$ cat src/rtl/bdpc_pkg.sv
`timescale 1ns / 1ps

package bdpc_pkg;

  localparam int BUTTON_COUNT = 3;
  localparam int LANES = 3;
  localparam int TIME_W = 32;
  localparam int CFG_W = 16;
  localparam int CFG_IDX_W = 2;

  localparam logic [CFG_IDX_W-1:0] REG_DEBOUNCE = 2'd0;
  localparam logic [CFG_IDX_W-1:0] REG_LONG_PRESS = 2'd1;
  localparam logic [CFG_IDX_W-1:0] REG_DOUBLE_CLICK = 2'd2;

  localparam logic [CFG_W-1:0] DEBOUNCE_RESET = 16'd50;
  localparam logic [CFG_W-1:0] LONG_PRESS_RESET = 16'd1000;
  localparam logic [CFG_W-1:0] DOUBLE_CLICK_RESET = 16'd400;

  typedef struct packed {
    logic [TIME_W-1:0] now_ms;
    logic [LANES-1:0]  raw_levels;
  } in_t;

  typedef struct packed {
    logic [LANES-1:0]  pressed_mask;
    logic [LANES-1:0]  click_mask;
    logic [LANES-1:0]  long_press_mask;
    logic [LANES-1:0]  double_click_mask;
    logic [TIME_W-1:0] hold_time_a;
    logic [TIME_W-1:0] hold_time_b;
    logic [TIME_W-1:0] hold_time_c;
  } out_t;

  typedef struct packed {
    logic [CFG_W-1:0] debounce_ms;
    logic [CFG_W-1:0] long_press_ms;
    logic [CFG_W-1:0] double_click_ms;
  } cfg_t;

  typedef struct packed {
    logic              pressed;
    logic              click;
    logic              long_press;
    logic              double_click;
    logic [TIME_W-1:0] hold;
  } lane_res_t;

endpackage

$ cat src/rtl/bdpc_lane.sv
`timescale 1ns / 1ps

module bdpc_lane (
  input  logic                      clk,
  input  logic                      rst,
  input  logic                      advance,
  input  logic [bdpc_pkg::TIME_W-1:0] now_ms,
  input  logic                      raw,
  input  bdpc_pkg::cfg_t            cfg,
  output bdpc_pkg::lane_res_t       res
);
  import bdpc_pkg::*;

  logic              prior_raw;
  logic [TIME_W-1:0] bounce_start;
  logic              stable_level;
  logic [TIME_W-1:0] press_start;
  logic [TIME_W-1:0] previous_press_time;

  logic              changed;
  logic              settle;
  logic              rise;
  logic              fall;
  logic [TIME_W-1:0] since_bounce;
  logic [TIME_W-1:0] since_press;
  logic [TIME_W-1:0] since_prev;
  logic              short_hold;

  always_comb begin
    changed      = raw != prior_raw;
    since_bounce = now_ms - bounce_start;
    since_press  = now_ms - press_start;
    since_prev   = now_ms - previous_press_time;
    settle       = !changed && (since_bounce > {{(TIME_W-CFG_W){1'b0}}, cfg.debounce_ms});
    rise         = settle && raw && !stable_level;
    fall         = settle && !raw && stable_level;
    short_hold   = since_press < {{(TIME_W-CFG_W){1'b0}}, cfg.long_press_ms};

    res.pressed      = settle ? raw : stable_level;
    res.click        = fall && short_hold;
    res.long_press   = fall && !short_hold;
    res.double_click = rise &&
                       (since_prev < {{(TIME_W-CFG_W){1'b0}}, cfg.double_click_ms});
    if (!res.pressed || rise) begin
      res.hold = '0;
    end else begin
      res.hold = since_press;
    end
  end

  always_ff @(posedge clk) begin
    if (rst) begin
      prior_raw           <= 1'b0;
      bounce_start        <= '0;
      stable_level        <= 1'b0;
      press_start         <= '0;
      previous_press_time <= '0;
    end else if (advance) begin
      prior_raw <= raw;
      if (changed) begin
        bounce_start <= now_ms;
      end
      if (settle) begin
        stable_level <= raw;
      end
      if (rise) begin
        press_start         <= now_ms;
        previous_press_time <= now_ms;
      end
    end
  end

endmodule

$ cat src/rtl/bdpc_merge.sv
`timescale 1ns / 1ps

module bdpc_merge (
  input  logic                clk,
  input  logic                rst,
  input  logic                load,
  input  bdpc_pkg::lane_res_t lane_res [bdpc_pkg::LANES],
  output logic                in_ready,
  output logic                out_valid,
  input  logic                out_ready,
  output bdpc_pkg::out_t      out_data
);
  import bdpc_pkg::*;

  out_t merged;
  out_t skid_data;
  logic skid_valid;

  always_comb begin
    merged = '0;
    for (int i = 0; i < LANES; i++) begin
      merged.pressed_mask[i]      = lane_res[i].pressed;
      merged.click_mask[i]        = lane_res[i].click;
      merged.long_press_mask[i]   = lane_res[i].long_press;
      merged.double_click_mask[i] = lane_res[i].double_click;
    end
    merged.hold_time_a = lane_res[0].hold;
    merged.hold_time_b = lane_res[1].hold;
    merged.hold_time_c = lane_res[2].hold;
  end

  assign in_ready = !skid_valid;

  always_ff @(posedge clk) begin
    if (rst) begin
      out_valid  <= 1'b0;
      skid_valid <= 1'b0;
    end else if (out_ready || !out_valid) begin
      if (skid_valid) begin
        out_data   <= skid_data;
        out_valid  <= 1'b1;
        skid_valid <= 1'b0;
      end else if (load) begin
        out_data  <= merged;
        out_valid <= 1'b1;
      end else begin
        out_valid <= 1'b0;
      end
    end else if (load) begin
      // hold the new beat while the output is stalled
      skid_data  <= merged;
      skid_valid <= 1'b1;
    end
  end

endmodule

$ cat src/rtl/button_debounce_press_classifier_top.sv
`timescale 1ns / 1ps
// Button debounce and press classifier for three buttons.
// Input channel (in_valid/in_ready/in_data): one beat per sample, carrying a
// millisecond timestamp and the raw level of each button.
// Output channel (out_valid/out_ready/out_data): one beat per input beat, in
// order, with debounced levels, one-shot click, long-press and double-click
// bits, and the running hold time of each pressed button.
// Config channel (cfg_valid/cfg_ready/cfg_index/cfg_data): writes debounce,
// long-press and double-click thresholds; cfg_ready is always high and
// unknown indexes are dropped. Write only while no beat is in flight.
// Result: each accepted sample is registered in the output or skid register.
// Throughput: one sample per cycle while in_ready is high; each button lane
// settles its state with parallel subtract and compare logic.
// Stall: a two-entry output stage (output register plus skid register)
// absorbs one extra beat; in_ready drops only when both are full.
// Reset: synchronous rst clears all button state, restores the default
// thresholds (50, 1000, 400) and empties the output stage.
module button_debounce_press_classifier_top (
  input  logic                               clk,
  input  logic                               rst,
  input  logic                               in_valid,
  output logic                               in_ready,
  input  bdpc_pkg::in_t                      in_data,
  output logic                               out_valid,
  input  logic                               out_ready,
  output bdpc_pkg::out_t                     out_data,
  input  logic                               cfg_valid,
  output logic                               cfg_ready,
  input  logic [bdpc_pkg::CFG_IDX_W-1:0]     cfg_index,
  input  logic [bdpc_pkg::CFG_W-1:0]         cfg_data
);
  import bdpc_pkg::*;

  cfg_t      cfg;
  logic      accept;
  lane_res_t lane_res [LANES];

  assign cfg_ready = 1'b1;
  assign accept    = in_valid && in_ready;

  always_ff @(posedge clk) begin
    if (rst) begin
      cfg.debounce_ms     <= DEBOUNCE_RESET;
      cfg.long_press_ms   <= LONG_PRESS_RESET;
      cfg.double_click_ms <= DOUBLE_CLICK_RESET;
    end else if (cfg_valid) begin
      case (cfg_index)
        REG_DEBOUNCE:     cfg.debounce_ms     <= cfg_data;
        REG_LONG_PRESS:   cfg.long_press_ms   <= cfg_data;
        REG_DOUBLE_CLICK: cfg.double_click_ms <= cfg_data;
        default: ;
      endcase
    end
  end

  for (genvar i = 0; i < LANES; i++) begin : g_lane
    if (i < BUTTON_COUNT) begin : g_on
      bdpc_lane u_lane (
        .clk     (clk),
        .rst     (rst),
        .advance (accept),
        .now_ms  (in_data.now_ms),
        .raw     (in_data.raw_levels[i]),
        .cfg     (cfg),
        .res     (lane_res[i])
      );
    end else begin : g_off
      assign lane_res[i] = '0;
    end
  end

  bdpc_merge u_merge (
    .clk       (clk),
    .rst       (rst),
    .load      (accept),
    .lane_res  (lane_res),
    .in_ready  (in_ready),
    .out_valid (out_valid),
    .out_ready (out_ready),
    .out_data  (out_data)
  );

endmodule

$ cat config.mk
export PLATFORM = sky130hd
export DESIGN_NAME = button_debounce_press_classifier_top
export DESIGN_NICKNAME = d
export VERILOG_FILES = /design/src/rtl/bdpc_pkg.sv /design/src/rtl/bdpc_lane.sv /design/src/rtl/bdpc_merge.sv /design/src/rtl/button_debounce_press_classifier_top.sv
export SDC_FILE = /design/constraint.sdc
export NUM_CORES = 1
export LEC_CHECK = 0
export BUFFER_PORTS_ARGS = -buffer_cell sky130_fd_sc_hd__buf_2
export CORE_MARGIN = 10
export CORE_UTILIZATION = 45
export DETAILED_ROUTE_END_ITERATION = 8
export GPL_TIMING_DRIVEN = 0
export HOLD_SLACK_MARGIN = 0.12
export PLACE_DENSITY_LB_ADDON = 0.15
export SLEW_MARGIN = 0
export SYNTH_ARGS = -nofsm -noshare
export SYNTH_HDL_FRONTEND = slang
export SYNTH_SLANG_ARGS = --single-unit
$ cat constraint.sdc
create_clock -name clk -period 9.29 [get_ports clk]
set_input_delay 0.4645 -clock clk [delete_from_list [all_inputs] [get_ports clk]]
set_output_delay 0.4645 -clock clk [all_outputs]
set_load 0.1 [all_outputs]
==> metrics.md, run 1 <==
| Metric | Value |
|---|---|
| Status | finished clean |
| CTS max path bufs | 3 |
| Clk slew on worst S/H paths | 0.06 ns |
| Antenna-violating nets left | 0 |
| EDFF count, synth | 216 |
| Crit path time final | 6.093 ns |
| Post-Syn Area | 33200 sq um |
| Post-synthesis sequential element count | 464 |
| Commonest non-fill, non-tap cell in the layout | nand2_1 |
| Worst endpoint required time | 9.79 ns |
| Worst IR drop on VDD | 0.1332 mV |
| Post-CTS setup buffer count | 0 |
| Die span in x | 291.6 microns |
| Netlist cell types | 101 |
| Final setup viols | 0 |
| Sw frac | 33.59% |
| Core area | 73080 sq um |
| Final Max Slew Viols | 0 |
| Clk_skew | 0.03672 ns |
| Fin cells | 5205 |
| DRT Pass-1 Iters | 8 |
| Place WS | 2.724 ns |
| Pwr/cell area | 161.0 nW/um^2 |
| Worst EP arrival | 6.60 ns |
| Sequential area share after synthesis | 34.49% |
| Antenna violations before repair | 4 |
| Internal power | 3.997 mW |
| Slew @ Worst Pin | 1.306 ns |
| CP Class | in -> reg |
| Routability cong. | 0.9435 |
| Post-cts sizing count | 0 |
| First-pass GRT wire length | 169200 microns |
| Initial core utilization | 45.43% |
| Number of buffers added on ports | 164 |
| Drt total wl | 111100 microns |
| I/O pins | 169 |
| Tot GR Track Use | 25.24% |
| Worst-path fanout max | 10 |
| Root Buffer | clkbuf_16 |
| Die area | 85050 sq um |
| Overflow after GRT | 0 |
| Critical path launch point type | input pin |
| Final period util | 65.59% |
| WL per Instance | 21.35 microns |
| RSZ-0062 raised after global routing | no |
| Crit. End Element | flip-flop |
| Synth Area per Inst | 8.408 sq um |
| Power share of the combinational group | 26.9% |
| Mapped Cells | 3949 |
| CTS tree | built |
| Hold Vio Cnt, Final | 0 |
| Vias per inst | 5.712 |
| Synth Flop Type | dfxtp_1 |
| Clock Power Share | 36.1% |
| Largest net degree at the start of global routing | 35 |
| Die H | 291.6 microns |
| Placed insts | 5086 |
| FP Rows | 99 |
| Skew-Pair Late Insertion Delay | 0.64 ns |
| DRT iter0 DRCs | 2391 |
| Max H-tree Level | 2 |
| Static Leakage | 14.42 nW |
| F_max | 0.1641 GHz |
| Total CTS buffers | 53 |
| Syn-to-layout area delta | 12.58% |
| Via count | 29730 |
| Final worst setup slack | 3.197 ns |
| Max-cap violations | 0 |
| Hold WC Path Type | in -> reg |
| Fraction of layout cells with a size suffix above 1 | 9.050% |
| Detailed placer's ending HPWL | 85140 microns |
| Syn_nets | 4337 |
| Filler Cell Count | 7091 |
| Final nets | 4586 |
| CTS Sinks | 464 |
| Yosys warns | 0 |
| Sequential Power Share | 36.9% |
| Post-route DRC | 0 |
| Commonest cells after routing, fill and taps aside | nand2_1, a21oi_1, ha_1 |
| Slew HR | 11.83% |
| Net Sw Power | 2.022 mW |
| Vias in the first global route | 28180 |
| Post-synth ARST share | 0% |
-- area by class of cell --
class / instances / area [sq um] / area share [%]
Sequential cell: 464 / 11450 / 30.63
Buffer: 193 / 823.3 / 2.203
Clock inverter: 24 / 291.5 / 0.7799
Timing Repair Buffer: 194 / 1161 / 3.106
Inverter: 301 / 1130 / 3.023
Antenna cell: 3 / 7.507 / 0.02008
Clock buffer: 76 / 1505 / 4.027
Tap cell: 959 / 1200 / 3.210
Multi-Input combinational cell: 2991 / 19810 / 53.00
-- synthesized netlist by cell type (all sizes together) (48+ instances only) --
library cell / n / area [sq um]
xor2: 55 / 481.7
o21a: 63 / 473.0
xnor2: 84 / 735.7
a21o: 102 / 765.7
o211ai: 48 / 365.3
ha: 324 / 4054
edfxtp: 216 / 6486
mux2i: 62 / 620.6
dfxtp: 248 / 4965
o21ai: 186 / 934.6
nand3: 86 / 430.4
a21oi: 428 / 2146
nand4: 62 / 394.1
nand2: 561 / 2106
inv: 300 / 1126
nor3: 61 / 305.3
o31ai: 76 / 729.5
clkbuf: 148 / 559.3
nor2: 248 / 938.4
-- layer usage --
layer | GRT usage [%] | routed length, microns
met5 | 0 | 13
met4 | 10.57 | 4978
met1 | 32.55 | 48150
met2 | 41.85 | 51220
met3 | 3.627 | 6740
-- path summary, 6_finish.rpt --
check | startpoint | endpoint | slack (ns) | cells past startpoint
max | in_data[3] | u_merge.skid_data[41] | 3.20 | 22
min | in_data[0] | g_lane[0].g_on.u_lane.prior_raw | 0.16 | 3
max reg2reg | g_lane[1].g_on.u_lane.bounce_start[1] | u_merge.skid_data[41] | 3.20 | 21
min reg2reg | g_lane[1].g_on.u_lane.bounce_start[17] | g_lane[1].g_on.u_lane.bounce_start[17] | 0.45 | 2
-- timing repair --
item | CTS | global route
setup endpoints to repair | 0 | 0
hold buffers | 16 | 0
hold endpoints to repair | 40 | 0
-- metrics by stage --
stage | power [mW] | hold slack, ns | cell area (sq um) | setup TNS [ns] | util (%)
final | 6.019 | 0.1563 | 37380 | 0 | 51.15
after global routing | 6.311 | 0.1580 | 37380 | 0 | 51.15
after CTS | 6.040 | 0.1203 | 37370 | 0 | 51.14
after detailed placement | 3.859 | 0.4463 | 35420 | 0 | 48.46
after global placement | 3.852 | 0.4426 | 35220 | -510.92 | 48.20
after floorplan | 3.417 | 0.4363 | 33200 | 0 | -
-- critical path, stage by stage --
cell and delay (ns):
buf_2 0.26, inv_1 0.29, ha_1 0.31, nor2b_1 0.16, o2111ai_1 0.25, a211oi_1 0.33, and3b_1 0.21, buf_2 0.16
o31ai_2 0.34, xor2_1 0.28, ha_1 0.29, and4_1 0.22, a221oi_1 0.36, nand2_1 0.10, o31ai_1 0.07, a21oi_1 0.14
nor4b_1 0.37, nand4_1 0.13, nor3_1 0.61, o31a_1 0.62, clkbuf_1 0.41, and2_1 0.19
-- power by group through the flow --
stage                     combinational, mW  clock, mW  sequential [mW]
after floorplan                        1.01          0             2.41
after global placement                 1.58          0             2.27
after detailed placement               1.59          0             2.27
after CTS                              1.61       2.21             2.22
after global routing                   1.79       2.30             2.23
final                                  1.62       2.17             2.22
-- sequential cells by signal, indices dropped and copies added (netlist names) --
register / count
cfg: 48
g_lane.g_on.u_lane.stable_level: 3
g_lane.g_on.u_lane.bounce_start: 96
g_lane.g_on.u_lane.prior_raw: 3
u_merge.out_data: 108
u_merge.skid_valid: 1
u_merge.out_valid: 1
g_lane.g_on.u_lane.press_start: 96
u_merge.skid_data: 108
-- cell families (layout without fill, tap and decap cells) --
kind of cell,count (synthesis),count (layout),share of synthesized area (%)
DFF,464,464,34.49
other,1,4,0.01129
AOI/OAI and AO/OA,1167,1167,23.20
adders and majority gates,330,330,12.57
muxes,66,66,2.005
xor gates and xnor gates,139,139,3.667
buffers and inverters,494,788,5.883
and+or+nand+nor,1288,1288,18.17
Note: power is estimated with default switching activity, not from simulation.
==> run 2, diff against run 1 <==
--- a/config.mk
+++ b/config.mk
@@ -5,6 +5,7 @@
 export SDC_FILE = /design/constraint.sdc
 export NUM_CORES = 1
 export LEC_CHECK = 0
+export ABC_AREA = 1
 export BUFFER_PORTS_ARGS = -buffer_cell sky130_fd_sc_hd__buf_2
 export CORE_MARGIN = 10
 export CORE_UTILIZATION = 45
==> constraint.sdc (replaced) <==
create_clock -name clk -period 5.5 [get_ports clk]
set_input_delay 0.275 -clock clk [delete_from_list [all_inputs] [get_ports clk]]
set_output_delay 0.275 -clock clk [all_outputs]
set_load 0.1 [all_outputs]
==> run 2 against run 1 <==
Compared with the run above: synthesized area rose by 5.1%; die area rose by 4.8%; clock skew fell by 0.015 ns; global-route usage fell by 0.50 points; register-to-register slack got worse by 2.2 ns; combinational power rose by 120%; total power rose by 86%; synthesized cell count rose by 30%; first-iteration DRC count rose by 25%; sequential cell count did not move; critical path depth rose by 5.
==> metrics.md, run 2 <==
| Metric | Value |
|---|---|
| Status | finished clean (unchanged) |
| Fin cells | 6491 (was 5205) |
| Total CTS buffers | 53 (unchanged) |
| Via count | 32780 (was 29730) |
| Crit path time final | 5.049 ns |
| Max H-tree Level | 2 (unchanged) |
| First-pass GRT wire length | 173300 microns (was 169200 microns) |
| Post-route DRC | 0 (unchanged) |
| Top-count cell post-synth | nand2_1 (unchanged) |
| Hold Vio Cnt, Final | 0 (unchanged) |
| Synth area leader | edfxtp_1 (unchanged) |
| Core area | 77210 sq um (was 73080 sq um) |
| Yosys warns | 0 (unchanged) |
| Post-cts sizing count | 0 (unchanged) |
| Critical path launch point type | input pin (unchanged) |
| Antenna violations before repair | 6 (was 4) |
| FP Rows | 102 (was 99) |
| CTS Sinks | 464 (unchanged) |
| Synth Flop Type | dfxtp_1 (unchanged) |
| Post-synth ARST share | 0% (unchanged) |
| Die area | 89100 sq um (was 85050 sq um) |
| Vias in the first global route | 30230 (was 28180) |
| Worst endpoint required time | 5.85 ns (was 9.79 ns) |
| WL per Instance | 17.54 microns (was 21.35 microns) |
| Skew-Pair Late Insertion Delay | 0.61 ns (was 0.64 ns) |
| Worst EP arrival | 5.40 ns (was 6.60 ns) |
| Hold WC Path Type | in -> reg (unchanged) |
| Routability cong. | 0.9337 (was 0.9435) |
| Final setup viols | 0 (unchanged) |
| CP Class | in -> reg (unchanged) |
| Commonest cells after routing, fill and taps aside | nand2_1, inv_1, nor2_1 (was nand2_1, a21oi_1, ha_1) |
| Slew HR | 13.91% (was 11.83%) |
| Static Leakage | 19.44 nW (was 14.42 nW) |
| EDFF count, synth | 216 (unchanged) |
| CTS tree | built (unchanged) |
| RSZ-0062 raised after global routing | no (unchanged) |
| Final nets | 5795 (was 4586) |
| Worst-path fanout max | 10 (unchanged) |
| Top-area cell type share of the netlist area | 18.58% (was 19.54%) |
| Largest net degree at the start of global routing | 35 (unchanged) |
| Syn-to-layout area delta | 12.55% (was 12.58%) |
| Commonest non-fill, non-tap cell in the layout | nand2_1 (unchanged) |
| Root Buffer | clkbuf_16 (unchanged) |
| CTS max path bufs | 3 (unchanged) |
| Top cells by area, synth | edfxtp_1, nand2_1, dfxtp_1 (was edfxtp_1, dfxtp_1, ha_1) |
| Detailed placer's ending HPWL | 88990 microns (was 85140 microns) |
| Synth cell count leaders | nand2_1, inv_1, nor2_1, a21oi_1, ha_1 (was nand2_1, a21oi_1, ha_1, inv_1, dfxtp_1) |
| Sequential area share after synthesis | 32.81% (was 34.49%) |
| Final period util | 91.80% |
| Mapped Cells | 5152 (was 3949) |
| Netlist cell types | 50 (was 101) |
| Antenna-violating nets left | 0 (unchanged) |
| Max-cap violations | 0 (unchanged) |
| Worst IR drop on VDD | 0.2226 mV (was 0.1332 mV) |
| DRT Pass-1 Iters | 8 (unchanged) |
| DRT iter0 DRCs | 2981 (was 2391) |
| Final Max Slew Viols | 0 (unchanged) |
| Slew @ Worst Pin | 1.282 ns (was 1.306 ns) |
| Die H | 298.5 microns (was 291.6 microns) |
| Placed insts | 6365 (was 5086) |
| Vias per inst | 5.049 (was 5.712) |
| Final core utilization | 50.87% (was 51.15%) |
| Die span in x | 298.5 microns (was 291.6 microns) |
| Regs by FF count | u_merge.out_data (108), u_merge.skid_data (108) (unchanged) |
| Synth Area per Inst | 6.774 sq um (was 8.408 sq um) |
| Drt total wl | 113900 microns (was 111100 microns) |
| Initial core utilization | 45.20% (was 45.43%) |
| Pwr/cell area | 284.5 nW/um^2 (was 161.0 nW/um^2) |
| Crit. End Element | flip-flop (unchanged) |
| Number of buffers added on ports | 167 (was 164) |
| F_max | 0.1981 GHz |
| Tot GR Track Use | 24.73% (was 25.24%) |
| Clk_skew | 0.02191 ns (was 0.03672 ns) |
| Post-CTS setup buffer count | 0 (unchanged) |
| Overflow after GRT | 0 (unchanged) |
| I/O pins | 169 (unchanged) |
| Fraction of layout cells with a size suffix above 1 | 7.945% (was 9.050%) |
| Syn_nets | 5540 (was 4337) |
| Clk slew on worst S/H paths | 0.06 ns (about the same) |
| Post-synthesis sequential element count | 464 (unchanged) |
| Post-Syn Area | 34900 sq um (was 33200 sq um) |
[run 2: changes by cell type after synthesis, moves of 73 or more]
cell and change:
clkbuf_1 -82, xnor2_1 -73, nand3_1 +131, a21o_1 -82, inv_1 +506, nand2_1 +979
nor2_1 +373
[run 2: power breakdown]
part	total (mW)	switching [mW]	internal (mW)	leakage, nW
combinational	3.59	2.51	1.08	14.5
sequential	3.84	0.0469	3.79	4.03
clock	3.75	1.51	2.24	0.884
total	11.2	4.07	7.11	19.4
[run 2: final cells by class]
class,instances,area [sq um]
plain buffers,114,551.8
inverters,815,3059
well taps,1040,1301
diodes,1,2.502
clock buffers,66,1406
repair buffers,200,1234
multi-input cells,3759,19850
flip-flops and latches,464,11450
clock inverters,32,420.4
fillers,7889,37930
[run 2: per-layer routing]
metal | track usage (%) | vias up | routed length (microns)
met2 | 39.44 | 908 | 49610
met3 | 3.376 | 165 | 7873
met4 | 7.587 | 2 | 3684
met1 | 34.32 | 14770 | 52700
met5 | 0 | - | 12
li1 | - | 16930 | -
[run 2: stage by stage]
step	TNS [ns]	hold WS, ns	power [mW]	cell area, sq um	setup WS [ns]
final	0	0.1664	11.17	39280	0.4509
after CTS	0	0.1254	11.22	39280	0.5649
after floorplan	0	0.3441	6.492	34910	0.9552
after detailed placement	0	0.4496	7.441	37180	0.4340
after global placement	-216.72	0.4451	7.395	37040	-1.147
after global routing	0	0.1654	11.83	39280	0.2279
[run 2: worst max-delay path, cell delays in order]
cell and delay (ns):
dlygate4sd3_1 0.52, buf_2 0.23, inv_1 0.30, ha_1 0.34, fa_1 0.44, nor2_1 0.16, or2_1 0.17, nand3_1 0.08
nand2_1 0.19, xor2_1 0.13, ha_1 0.29, nand2_1 0.04, nor2_1 0.14, nand3_1 0.12, nor2_1 0.14, nand2_1 0.07
nand2_1 0.06, nand2_1 0.09, nand3_1 0.12, nor2_1 0.05, nand2_1 0.06, nor2_2 0.05, nand2_2 0.24, nand2_1 0.12
o21ai_1 0.49, buf_2 0.37, nor2_1 0.07
[run 2: path summary, 6_finish.rpt]
path	depth (start not counted)	slack, ns	startpoint	endpoint
worst max-delay path	27	0.45	in_data[3]	u_merge.skid_data[32]
worst min-delay path	3	0.17	in_data[5]	g_lane[2].g_on.u_lane.press_start[2]
worst max register to register	24	0.99	g_lane[1].g_on.u_lane.bounce_start[0]	u_merge.skid_data[32]
worst min register to register	2	0.46	g_lane[1].g_on.u_lane.bounce_start[25]	g_lane[1].g_on.u_lane.bounce_start[25]
[run 2: logic make-up after synthesis]
| logic type | after synthesis | synth area share, % |
|---|---|---|
| AO/OA/AOI/OAI | 699 | 10.73 |
| XOR/XNOR | 99 | 2.484 |
| adder cells (fa/ha/maj) | 330 | 11.96 |
| buffers and inverters | 929 | 10.35 |
| flip-flops | 464 | 32.81 |
| other | 1 | 0.01074 |
| AND/OR/NAND/NOR | 2630 | 31.66 |
[run 2: what timing repair did]
action                     CTS  global route
hold buffers                27             0
setup endpoints to repair    0             0
hold endpoints to repair    59             0
